File: config.mk
export PLATFORM = sky130hd
export DESIGN_NAME = unsigned_to_ascii_radix
export DESIGN_NICKNAME = d
export VERILOG_FILES = /design/src/u2a_pkg.sv /design/src/u2a_conv.sv /design/src/unsigned_to_ascii_radix.sv
export SDC_FILE = /design/constraint.sdc
export NUM_CORES = 1
export LEC_CHECK = 0
export BUFFER_PORTS_ARGS = -buffer_cell sky130_fd_sc_hd__buf_2
export CORE_UTILIZATION = 50
export DETAILED_ROUTE_END_ITERATION = 8
export PLACE_DENSITY_LB_ADDON = 0.05
export SLEW_MARGIN = 20
export SYNTH_ARGS = -nofsm -noshare
export SYNTH_HDL_FRONTEND = slang
export SYNTH_SLANG_ARGS = --single-unit
File: constraint.sdc
create_clock -name i_clk -period 3.3 [get_ports i_clk]
set_input_delay 0.66 -clock i_clk [delete_from_list [all_inputs] [get_ports i_clk]]
set_output_delay 0.66 -clock i_clk [all_outputs]
set_load 0.02 [all_outputs]
File: src/u2a_pkg.sv
// ----------------------------------------------------------------------------
// u2a_pkg
// Shared types, constants and helpers for the radix conversion block.
// ----------------------------------------------------------------------------
`timescale 1ns / 1ps
`default_nettype none

package u2a_pkg;

    localparam int VALUE_W        = 32;
    localparam int MAX_DIGITS_DEF = 11;
    localparam int DIGIT_W        = 4;
    localparam int CHAR_W         = 8;
    localparam int COUNT_W        = 32;

    typedef enum logic [1:0] {
        FUNC_DEC    = 2'd0,
        FUNC_OCT    = 2'd1,
        FUNC_HEX_LO = 2'd2,
        FUNC_HEX_UP = 2'd3
    } t_func;

    // Status the conversion unit reports to the output stage.
    typedef struct packed {
        logic               idle;
        logic               avail;
        logic [DIGIT_W-1:0] digit;
        logic               last;
    } t_conv_stat;

    localparam logic [CHAR_W-1:0] ASCII_ZERO    = 8'h30;
    localparam logic [CHAR_W-1:0] ASCII_UPPER_A = 8'h41;
    localparam logic [CHAR_W-1:0] ASCII_LOWER_A = 8'h61;

    function automatic logic [CHAR_W-1:0] digit_to_ascii(
        input logic [DIGIT_W-1:0] digit,
        input logic               lower
    );
        logic [CHAR_W-1:0] ext;
        ext = {{(CHAR_W-DIGIT_W){1'b0}}, digit};
        if (digit < 4'd10) begin
            return ASCII_ZERO + ext;
        end else if (lower) begin
            return ASCII_LOWER_A + ext - 8'd10;
        end else begin
            return ASCII_UPPER_A + ext - 8'd10;
        end
    endfunction

endpackage

`default_nettype wire

File: src/u2a_conv.sv
// ----------------------------------------------------------------------------
// u2a_conv
// Digit unit: splits a value into radix digits (shift-and-add-three for
// decimal, bit slicing for octal and hex), strips leading zeros and then
// hands the digits out one at a time, most significant first.
// ----------------------------------------------------------------------------
`timescale 1ns / 1ps
`default_nettype none

module u2a_conv #(
    parameter int MAX_DIGITS = u2a_pkg::MAX_DIGITS_DEF
) (
    input  wire logic                         i_clk,
    input  wire logic                         i_rst_n,
    input  wire logic                         i_start,
    input  wire logic [u2a_pkg::VALUE_W-1:0]  i_value,
    input  wire logic [1:0]                   i_func,
    input  wire logic                         i_pop,
    output u2a_pkg::t_conv_stat               o_stat
);
    import u2a_pkg::*;

    localparam int DW    = MAX_DIGITS * DIGIT_W;
    localparam int LW    = $clog2(MAX_DIGITS + 1);
    localparam int CNT_W = $clog2(VALUE_W);

    typedef enum logic [3:0] {
        S_IDLE   = 4'b0001,
        S_DABBLE = 4'b0010,
        S_SKIP   = 4'b0100,
        S_EMIT   = 4'b1000
    } t_state;

    t_state             r_state, n_state;
    logic [DW-1:0]      r_dig, n_dig;
    logic [VALUE_W-1:0] r_bin, n_bin;
    logic [CNT_W-1:0]   r_cnt, n_cnt;
    logic [LW-1:0]      r_left, n_left;

    logic [DW-1:0]      w_ext;
    logic [DW-1:0]      w_oct;
    logic [DW-1:0]      w_adj;
    logic [DIGIT_W-1:0] w_top;

    assign w_ext = {{(DW-VALUE_W){1'b0}}, i_value};
    assign w_top = r_dig[DW-1 -: DIGIT_W];

    always_comb begin
        w_oct = '0;
        w_adj = '0;
        for (int k = 0; k < MAX_DIGITS; k++) begin
            w_oct[k*DIGIT_W +: DIGIT_W] = {1'b0, w_ext[k*3 +: 3]};
            // Correct any BCD digit that would overflow when doubled.
            if (r_dig[k*DIGIT_W +: DIGIT_W] >= 4'd5) begin
                w_adj[k*DIGIT_W +: DIGIT_W] = r_dig[k*DIGIT_W +: DIGIT_W] + 4'd3;
            end else begin
                w_adj[k*DIGIT_W +: DIGIT_W] = r_dig[k*DIGIT_W +: DIGIT_W];
            end
        end
    end

    always_comb begin
        n_state = r_state;
        n_dig   = r_dig;
        n_bin   = r_bin;
        n_cnt   = r_cnt;
        n_left  = r_left;
        unique case (r_state)
            S_IDLE: begin
                if (i_start) begin
                    n_left = LW'(MAX_DIGITS);
                    n_cnt  = '0;
                    n_bin  = i_value;
                    if (i_func == FUNC_DEC) begin
                        n_dig   = '0;
                        n_state = S_DABBLE;
                    end else if (i_func == FUNC_OCT) begin
                        n_dig   = w_oct;
                        n_state = S_SKIP;
                    end else begin
                        n_dig   = w_ext;
                        n_state = S_SKIP;
                    end
                end
            end
            S_DABBLE: begin
                n_dig = {w_adj[DW-2:0], r_bin[VALUE_W-1]};
                n_bin = {r_bin[VALUE_W-2:0], 1'b0};
                n_cnt = r_cnt + CNT_W'(1);
                if (r_cnt == CNT_W'(VALUE_W - 1)) begin
                    n_state = S_SKIP;
                end
            end
            S_SKIP: begin
                // A zero value keeps its final digit.
                if (w_top == '0 && r_left > LW'(1)) begin
                    n_dig  = {r_dig[DW-DIGIT_W-1:0], {DIGIT_W{1'b0}}};
                    n_left = r_left - LW'(1);
                end else begin
                    n_state = S_EMIT;
                end
            end
            S_EMIT: begin
                if (i_pop) begin
                    n_dig  = {r_dig[DW-DIGIT_W-1:0], {DIGIT_W{1'b0}}};
                    n_left = r_left - LW'(1);
                    if (r_left == LW'(1)) begin
                        n_state = S_IDLE;
                    end
                end
            end
            default: n_state = S_IDLE;
        endcase
    end

    always_ff @(posedge i_clk) begin
        if (!i_rst_n) begin
            r_state <= S_IDLE;
            r_left  <= '0;
            r_cnt   <= '0;
        end else begin
            r_state <= n_state;
            r_left  <= n_left;
            r_cnt   <= n_cnt;
        end
    end

    always_ff @(posedge i_clk) begin
        r_dig <= n_dig;
        r_bin <= n_bin;
    end

    assign o_stat.idle  = (r_state == S_IDLE);
    assign o_stat.avail = (r_state == S_EMIT);
    assign o_stat.digit = w_top;
    assign o_stat.last  = (r_left == LW'(1));

endmodule

`default_nettype wire

File: src/unsigned_to_ascii_radix.sv
// ----------------------------------------------------------------------------
// unsigned_to_ascii_radix
// Converts a 32-bit unsigned value to ASCII decimal, octal or hex digits,
// most significant first, with a running count of characters emitted.
// ----------------------------------------------------------------------------
// Sequence: a decimal item runs through the shift-and-add-three loop, octal and
// hex items skip it; leading zeros (up to MAX_DIGITS-1) are then stripped and
// each digit is registered as a character, one a cycle while i_stall is low.
// o_stall stays high from the accepted item until its final digit is taken, so
// a new item is accepted only once the digit unit has handed out the last one.
// Reset clears the sequencer, output valid and the character count.
`timescale 1ns / 1ps
`default_nettype none

module unsigned_to_ascii_radix #(
    parameter int MAX_DIGITS = u2a_pkg::MAX_DIGITS_DEF
) (
    input  wire logic                         i_clk,
    input  wire logic                         i_rst_n,
    input  wire logic                         i_valid,
    output logic                              o_stall,
    input  wire logic [u2a_pkg::VALUE_W-1:0]  i_value,
    input  wire logic [1:0]                   i_func,
    output logic                              o_valid,
    input  wire logic                         i_stall,
    output logic [u2a_pkg::CHAR_W-1:0]        o_char_code,
    output logic                              o_last_char,
    output logic [u2a_pkg::COUNT_W-1:0]       o_total_emitted
);
    import u2a_pkg::*;

    t_conv_stat         w_stat;
    logic               w_accept;
    logic               w_pop;
    logic               r_lower;
    logic               r_valid;
    logic [COUNT_W-1:0] r_total;
    logic [CHAR_W-1:0]  r_char;
    logic               r_last;

    assign o_stall  = !w_stat.idle;
    assign w_accept = i_valid && w_stat.idle;
    // The output register takes a new digit whenever it is empty or drained.
    assign w_pop    = w_stat.avail && (!r_valid || !i_stall);

    u2a_conv #(
        .MAX_DIGITS (MAX_DIGITS)
    ) u_conv (
        .i_clk   (i_clk),
        .i_rst_n (i_rst_n),
        .i_start (w_accept),
        .i_value (i_value),
        .i_func  (i_func),
        .i_pop   (w_pop),
        .o_stat  (w_stat)
    );

    always_ff @(posedge i_clk) begin
        if (!i_rst_n) begin
            r_valid <= 1'b0;
            r_total <= '0;
        end else begin
            if (w_pop) begin
                r_valid <= 1'b1;
                r_total <= r_total + COUNT_W'(1);
            end else if (!i_stall) begin
                r_valid <= 1'b0;
            end
        end
    end

    always_ff @(posedge i_clk) begin
        if (w_accept) begin
            r_lower <= (i_func == FUNC_HEX_LO);
        end
        if (w_pop) begin
            r_char <= digit_to_ascii(w_stat.digit, r_lower);
            r_last <= w_stat.last;
        end
    end

    assign o_valid         = r_valid;
    assign o_char_code     = r_char;
    assign o_last_char     = r_last;
    assign o_total_emitted = r_total;

    a_busy_after_accept: assert property (@(posedge i_clk) disable iff (!i_rst_n)
        w_accept |=> o_stall)
        else $error("digit unit did not start on an input transfer");

    a_idle_after_last: assert property (@(posedge i_clk) disable iff (!i_rst_n)
        (w_pop && w_stat.last) |=> !o_stall)
        else $error("digit unit still busy after its final digit");

    a_count_step: assert property (@(posedge i_clk) disable iff (!i_rst_n)
        w_pop |=> (o_valid && o_total_emitted == $past(o_total_emitted) + COUNT_W'(1)))
        else $error("character count did not advance with a digit");

endmodule

`default_nettype wire
==> flow_results.xml <==
<?xml version="1.0" encoding="UTF-8"?>
<metrics>
  <group name="outcome">
    <metric name="status" unit="">finished, final reports clean</metric>
  </group>
  <group name="critical_path">
    <metric name="critPathLaunch" unit="">u_conv.r_state[3]</metric>
    <metric name="critical_path.slowest_cell" unit="">sky130_fd_sc_hd__or4_1</metric>
    <metric name="cp_slowest_stage_delay" unit="ns">0.66</metric>
    <metric name="critical_path_arrival" unit="ns">3.31</metric>
    <metric name="cp_data_required_time" unit="ns">3.65</metric>
    <metric name="crit_chain" unit="">or4b_4, or4_4, or4_1, or3_1, a21oi_1</metric>
    <metric name="reg2reg_from" unit="">u_conv.r_state[3]</metric>
    <metric name="setup.worst_path.start_class" unit="">flip-flop</metric>
    <metric name="critPathKind" unit="">reg -&gt; reg</metric>
    <metric name="endpoint_kind" unit="">flip-flop</metric>
    <metric name="worst-path-max-fanout" unit="">13</metric>
  </group>
  <group name="pwr">
    <metric name="p_switching" unit="mW">1.90</metric>
    <metric name="power_per_cell_area" unit="mW/mm²">708</metric>
    <metric name="sequentialPowerShare" unit="%">43.5</metric>
    <metric name="peakVddDrop" unit="V">0.000415</metric>
    <metric name="cellInternalPower" unit="mW">3.90</metric>
    <metric name="p_total" unit="mW">5.80</metric>
    <metric name="p_sw_share" unit="%">32.8</metric>
    <metric name="power.share.clock" unit="%">31.1</metric>
    <metric name="static_leakage_power" unit="nW">3.29</metric>
    <metric name="p_comb_share" unit="%">25.5</metric>
  </group>
  <group name="routing">
    <metric name="wirelength" unit="mm">16.7</metric>
    <metric name="wire_length_per_cell_after_detailed_routing" unit="µm">16.4</metric>
    <metric name="remaining_drc_errors" unit="">0</metric>
    <metric name="post_drt_via_cell_ratio" unit="">5.68</metric>
    <metric name="ant_nets" unit="">0</metric>
    <metric name="number_of_vias_in_the_routed_layout" unit="">5801</metric>
    <metric name="initial_drc_count" unit="">380</metric>
    <metric name="dr.pass1.iters" unit="">5</metric>
  </group>
  <group name="clocking">
    <metric name="clock_tree.buffer_depth" unit="">2</metric>
    <metric name="cts_setup_buffers" unit="">0</metric>
    <metric name="clock_sink_count" unit="">131</metric>
    <metric name="cts-buffers-inserted" unit="">17</metric>
    <metric name="tritoncts_clock_tree" unit="">yes</metric>
    <metric name="cts_h_tree_depth" unit="">4</metric>
    <metric name="cts_resized" unit="">0</metric>
    <metric name="clkLatencyLatePin" unit="ns">0.42</metric>
    <metric name="cts_hold_buffers" unit="">0</metric>
    <metric name="clkSlewWorstSetupHoldPaths" unit="ns">0.06</metric>
    <metric name="cts_root_buffer" unit="">sky130_fd_sc_hd__clkbuf_16</metric>
  </group>
  <group name="die">
    <metric name="die_height" unit="µm">121</metric>
    <metric name="io-pin-count" unit="">81</metric>
    <metric name="die_w" unit="µm">121</metric>
    <metric name="num_rows" unit="">43</metric>
    <metric name="floorplan.die_area" unit="mm²">0.0146</metric>
    <metric name="design.core.area" unit="mm²">0.0138</metric>
    <metric name="initial_utilization" unit="%">51.2</metric>
  </group>
  <group name="timing">
    <metric name="final_period_minus_worst_setup_slack" unit="ns">2.97</metric>
    <metric name="setup_viol_count_final" unit="">0</metric>
    <metric name="rsz0062_at_grt" unit="">false</metric>
    <metric name="tightestPinTransition" unit="ns">0.987</metric>
    <metric name="fin_worst_skew" unit="ns">0.0106</metric>
    <metric name="maxSlewHeadroom" unit="%">34.2</metric>
    <metric name="slew_violations" unit="">0</metric>
    <metric name="clock.fmax" unit="MHz">337</metric>
    <metric name="timing.final.crit_share" unit="%">89.9</metric>
    <metric name="hold_violations" unit="">0</metric>
    <metric name="totalNegativeSetupSlack" unit="ns">0</metric>
  </group>
  <group name="logic_synthesis">
    <metric name="synth.cells.most_frequent" unit="">sky130_fd_sc_hd__nand2_1, sky130_fd_sc_hd__edfxtp_1, sky130_fd_sc_hd__nor2_1</metric>
    <metric name="synth_fp_nets" unit="">828</metric>
    <metric name="synthCells" unit="">763</metric>
    <metric name="yosys_warnings" unit="">0</metric>
    <metric name="syn_area_per_cell" unit="µm²">9.28</metric>
    <metric name="ys_top_cells_by_area" unit="">sky130_fd_sc_hd__edfxtp_1, sky130_fd_sc_hd__dfxtp_1, sky130_fd_sc_hd__nand2_1</metric>
    <metric name="synth_top_area_share" unit="%">36.0</metric>
    <metric name="synth.cell_area" unit="mm²">0.00708</metric>
    <metric name="async_reset_ff_share" unit="%">0</metric>
    <metric name="yosys.cell_types.count" unit="">55</metric>
    <metric name="synth_enable_flop_cells" unit="">85</metric>
    <metric name="synth_area_leader_cell" unit="">sky130_fd_sc_hd__edfxtp_1</metric>
    <metric name="synth.most_common_cell" unit="">sky130_fd_sc_hd__nand2_1</metric>
    <metric name="synth.ff_latch_count" unit="">131</metric>
    <metric name="dominantRegCellSynth" unit="">sky130_fd_sc_hd__edfxtp_1</metric>
    <metric name="seq_total_area_yosys" unit="%">49.0</metric>
  </group>
  <group name="finish">
    <metric name="nets" unit="">894</metric>
    <metric name="area.growth.synth_to_final" unit="%">15.7</metric>
    <metric name="layout.area.seq" unit="mm²">0.00347</metric>
    <metric name="post-route-cell-area" unit="mm²">0.00820</metric>
    <metric name="final_core_utilization" unit="%">59.3</metric>
    <metric name="fillCellCount" unit="">1190</metric>
    <metric name="post_route_cells_drive_above_1_share" unit="%">15.4</metric>
    <metric name="multiInputGateArea" unit="mm²">0.00326</metric>
    <metric name="diodes" unit="">0</metric>
  </group>
  <group name="global_routing">
    <metric name="first_global_vias" unit="">5606</metric>
    <metric name="largest_net_degree_at_the_start_of_global_routing" unit="">51</metric>
    <metric name="initial_antenna_violation_count" unit="">0</metric>
    <metric name="grt_usage" unit="%">23.8</metric>
    <metric name="globalRoute.totalOverflow" unit="">0</metric>
    <metric name="grt_first_pass_wirelength" unit="mm">27.0</metric>
  </group>
  <group name="placement">
    <metric name="portBuffers" unit="">79</metric>
    <metric name="post_dp_cell_area" unit="mm²">0.00763</metric>
    <metric name="place.detailed.hpwl" unit="mm">11.0</metric>
    <metric name="place.gp.congestion" unit="">0.795</metric>
  </group>
  <group name="min_path">
    <metric name="hold_path.class" unit="">reg -&gt; reg</metric>
    <metric name="hp-start" unit="">u_conv.r_cnt[4]</metric>
  </group>
  <group name="job">
    <metric name="max_cap_violations" unit="">0</metric>
  </group>
</metrics>
## final timing paths
| path | endpoint | slack (ns) | depth (start not counted) |
|---|---|---|---|
| worst max-delay path | o_total_emitted[28] | 0.33 | 5 |
| worst min-delay path | u_conv.r_cnt[4] | 0.49 | 2 |
| worst max register to register | o_total_emitted[28] | 0.33 | 5 |
| worst min register to register | u_conv.r_cnt[4] | 0.49 | 2 |
## final cells by class
cell class | count | area share [%]
clock buffer | 25 | 6.44
inverter | 46 | 2.11
clock inverter | 7 | 0.519
sequential | 131 | 42.4
tap | 180 | 2.75
timing repair buffer | 90 | 5.98
multi-input combinational | 543 | 39.8
## sequential cells by signal (all words and copies together), names as in the netlist
| name | cells |
|---|---|
| u_conv.r_dig | 44 |
| o_total_emitted | 32 |
| u_conv.r_bin | 32 |
| o_char_code | 7 |
| u_conv.r_cnt | 5 |
| u_conv.r_left | 4 |
| u_conv.r_state | 4 |
| o_last_char | 1 |
| o_valid | 1 |
| r_lower | 1 |
## placed cells by master (no fill, tap or decap), drive strengths merged, types with 5 or more instances in the layout
cell type and n:
a211oi 5, xnor2 27, xor2 18, nand3 9, a21oi 53, nand4 9, ha 27, o21ai 45
nor3b 9, nand2 144, inv 48, nor2 56, a221o 17, nor3 19, edfxtp 85, dfxtp 46
o221ai 8, nand2b 12, buf 90, a22oi 21, or3 10, clkbuf 25, a222oi 5, nor4 5
## kinds of logic (layout without fill, tap and decap cells)
logic type	count (synthesis)	in the layout	share of synthesized area (%)
AO/OA/AOI/OAI	171	171	15.6
XOR/XNOR	45	45	5.57
adder cells (fa/ha/maj)	27	27	4.77
buffers and inverters	89	168	5.12
flip-flops	131	131	49.0
multiplexers	3	3	0.442
other	1	1	0.0530
AND/OR/NAND/NOR	296	296	19.4
## metrics by stage
| stage | hold WS [ns] | worst slack, ns | std cells |
|---|---|---|---|
| after floorplan | 0.452 | 0.389 | 763 |
| after global placement | 0.462 | 0.464 | 990 |
| after detailed placement | 0.493 | 0.372 | 990 |
| after CTS | 0.501 | 0.355 | 1022 |
| after global routing | 0.508 | 0.261 | 1022 |
| final | 0.491 | 0.332 | 1022 |
## critical path, delay by kind of cell (launching register included)
kind	cells	cell delay, ns
AO/OA/AOI/OAI	1	0.15
flip-flops	1	0.53
AND/OR/NAND/NOR	4	2.22
## layer usage
| layer | wire length, µm | GRT usage [%] | vias to the layer above |
|---|---|---|---|
| met3 | 761 | 5.12 | 19 |
| met2 | 8300 | 40.3 | 140 |
| li1 | - | - | 2847 |
| met1 | 7460 | 29.5 | 2795 |
| met5 | 0 | 0 | - |
| met4 | 201 | 9.34 | 0 |
## power by group through the flow
stage / clock network [mW] / logic [mW] / registers, mW
2_1_floorplan: 0 / 1.14 / 2.43
3_3_place_gp: 0 / 1.41 / 2.53
3_5_place_dp: 0 / 1.47 / 2.54
4_1_cts: 1.84 / 1.48 / 2.51
5_1_grt: 1.90 / 1.67 / 2.56
6_report: 1.80 / 1.48 / 2.52
No activity file was read; power rests on OpenSTA's default activity.
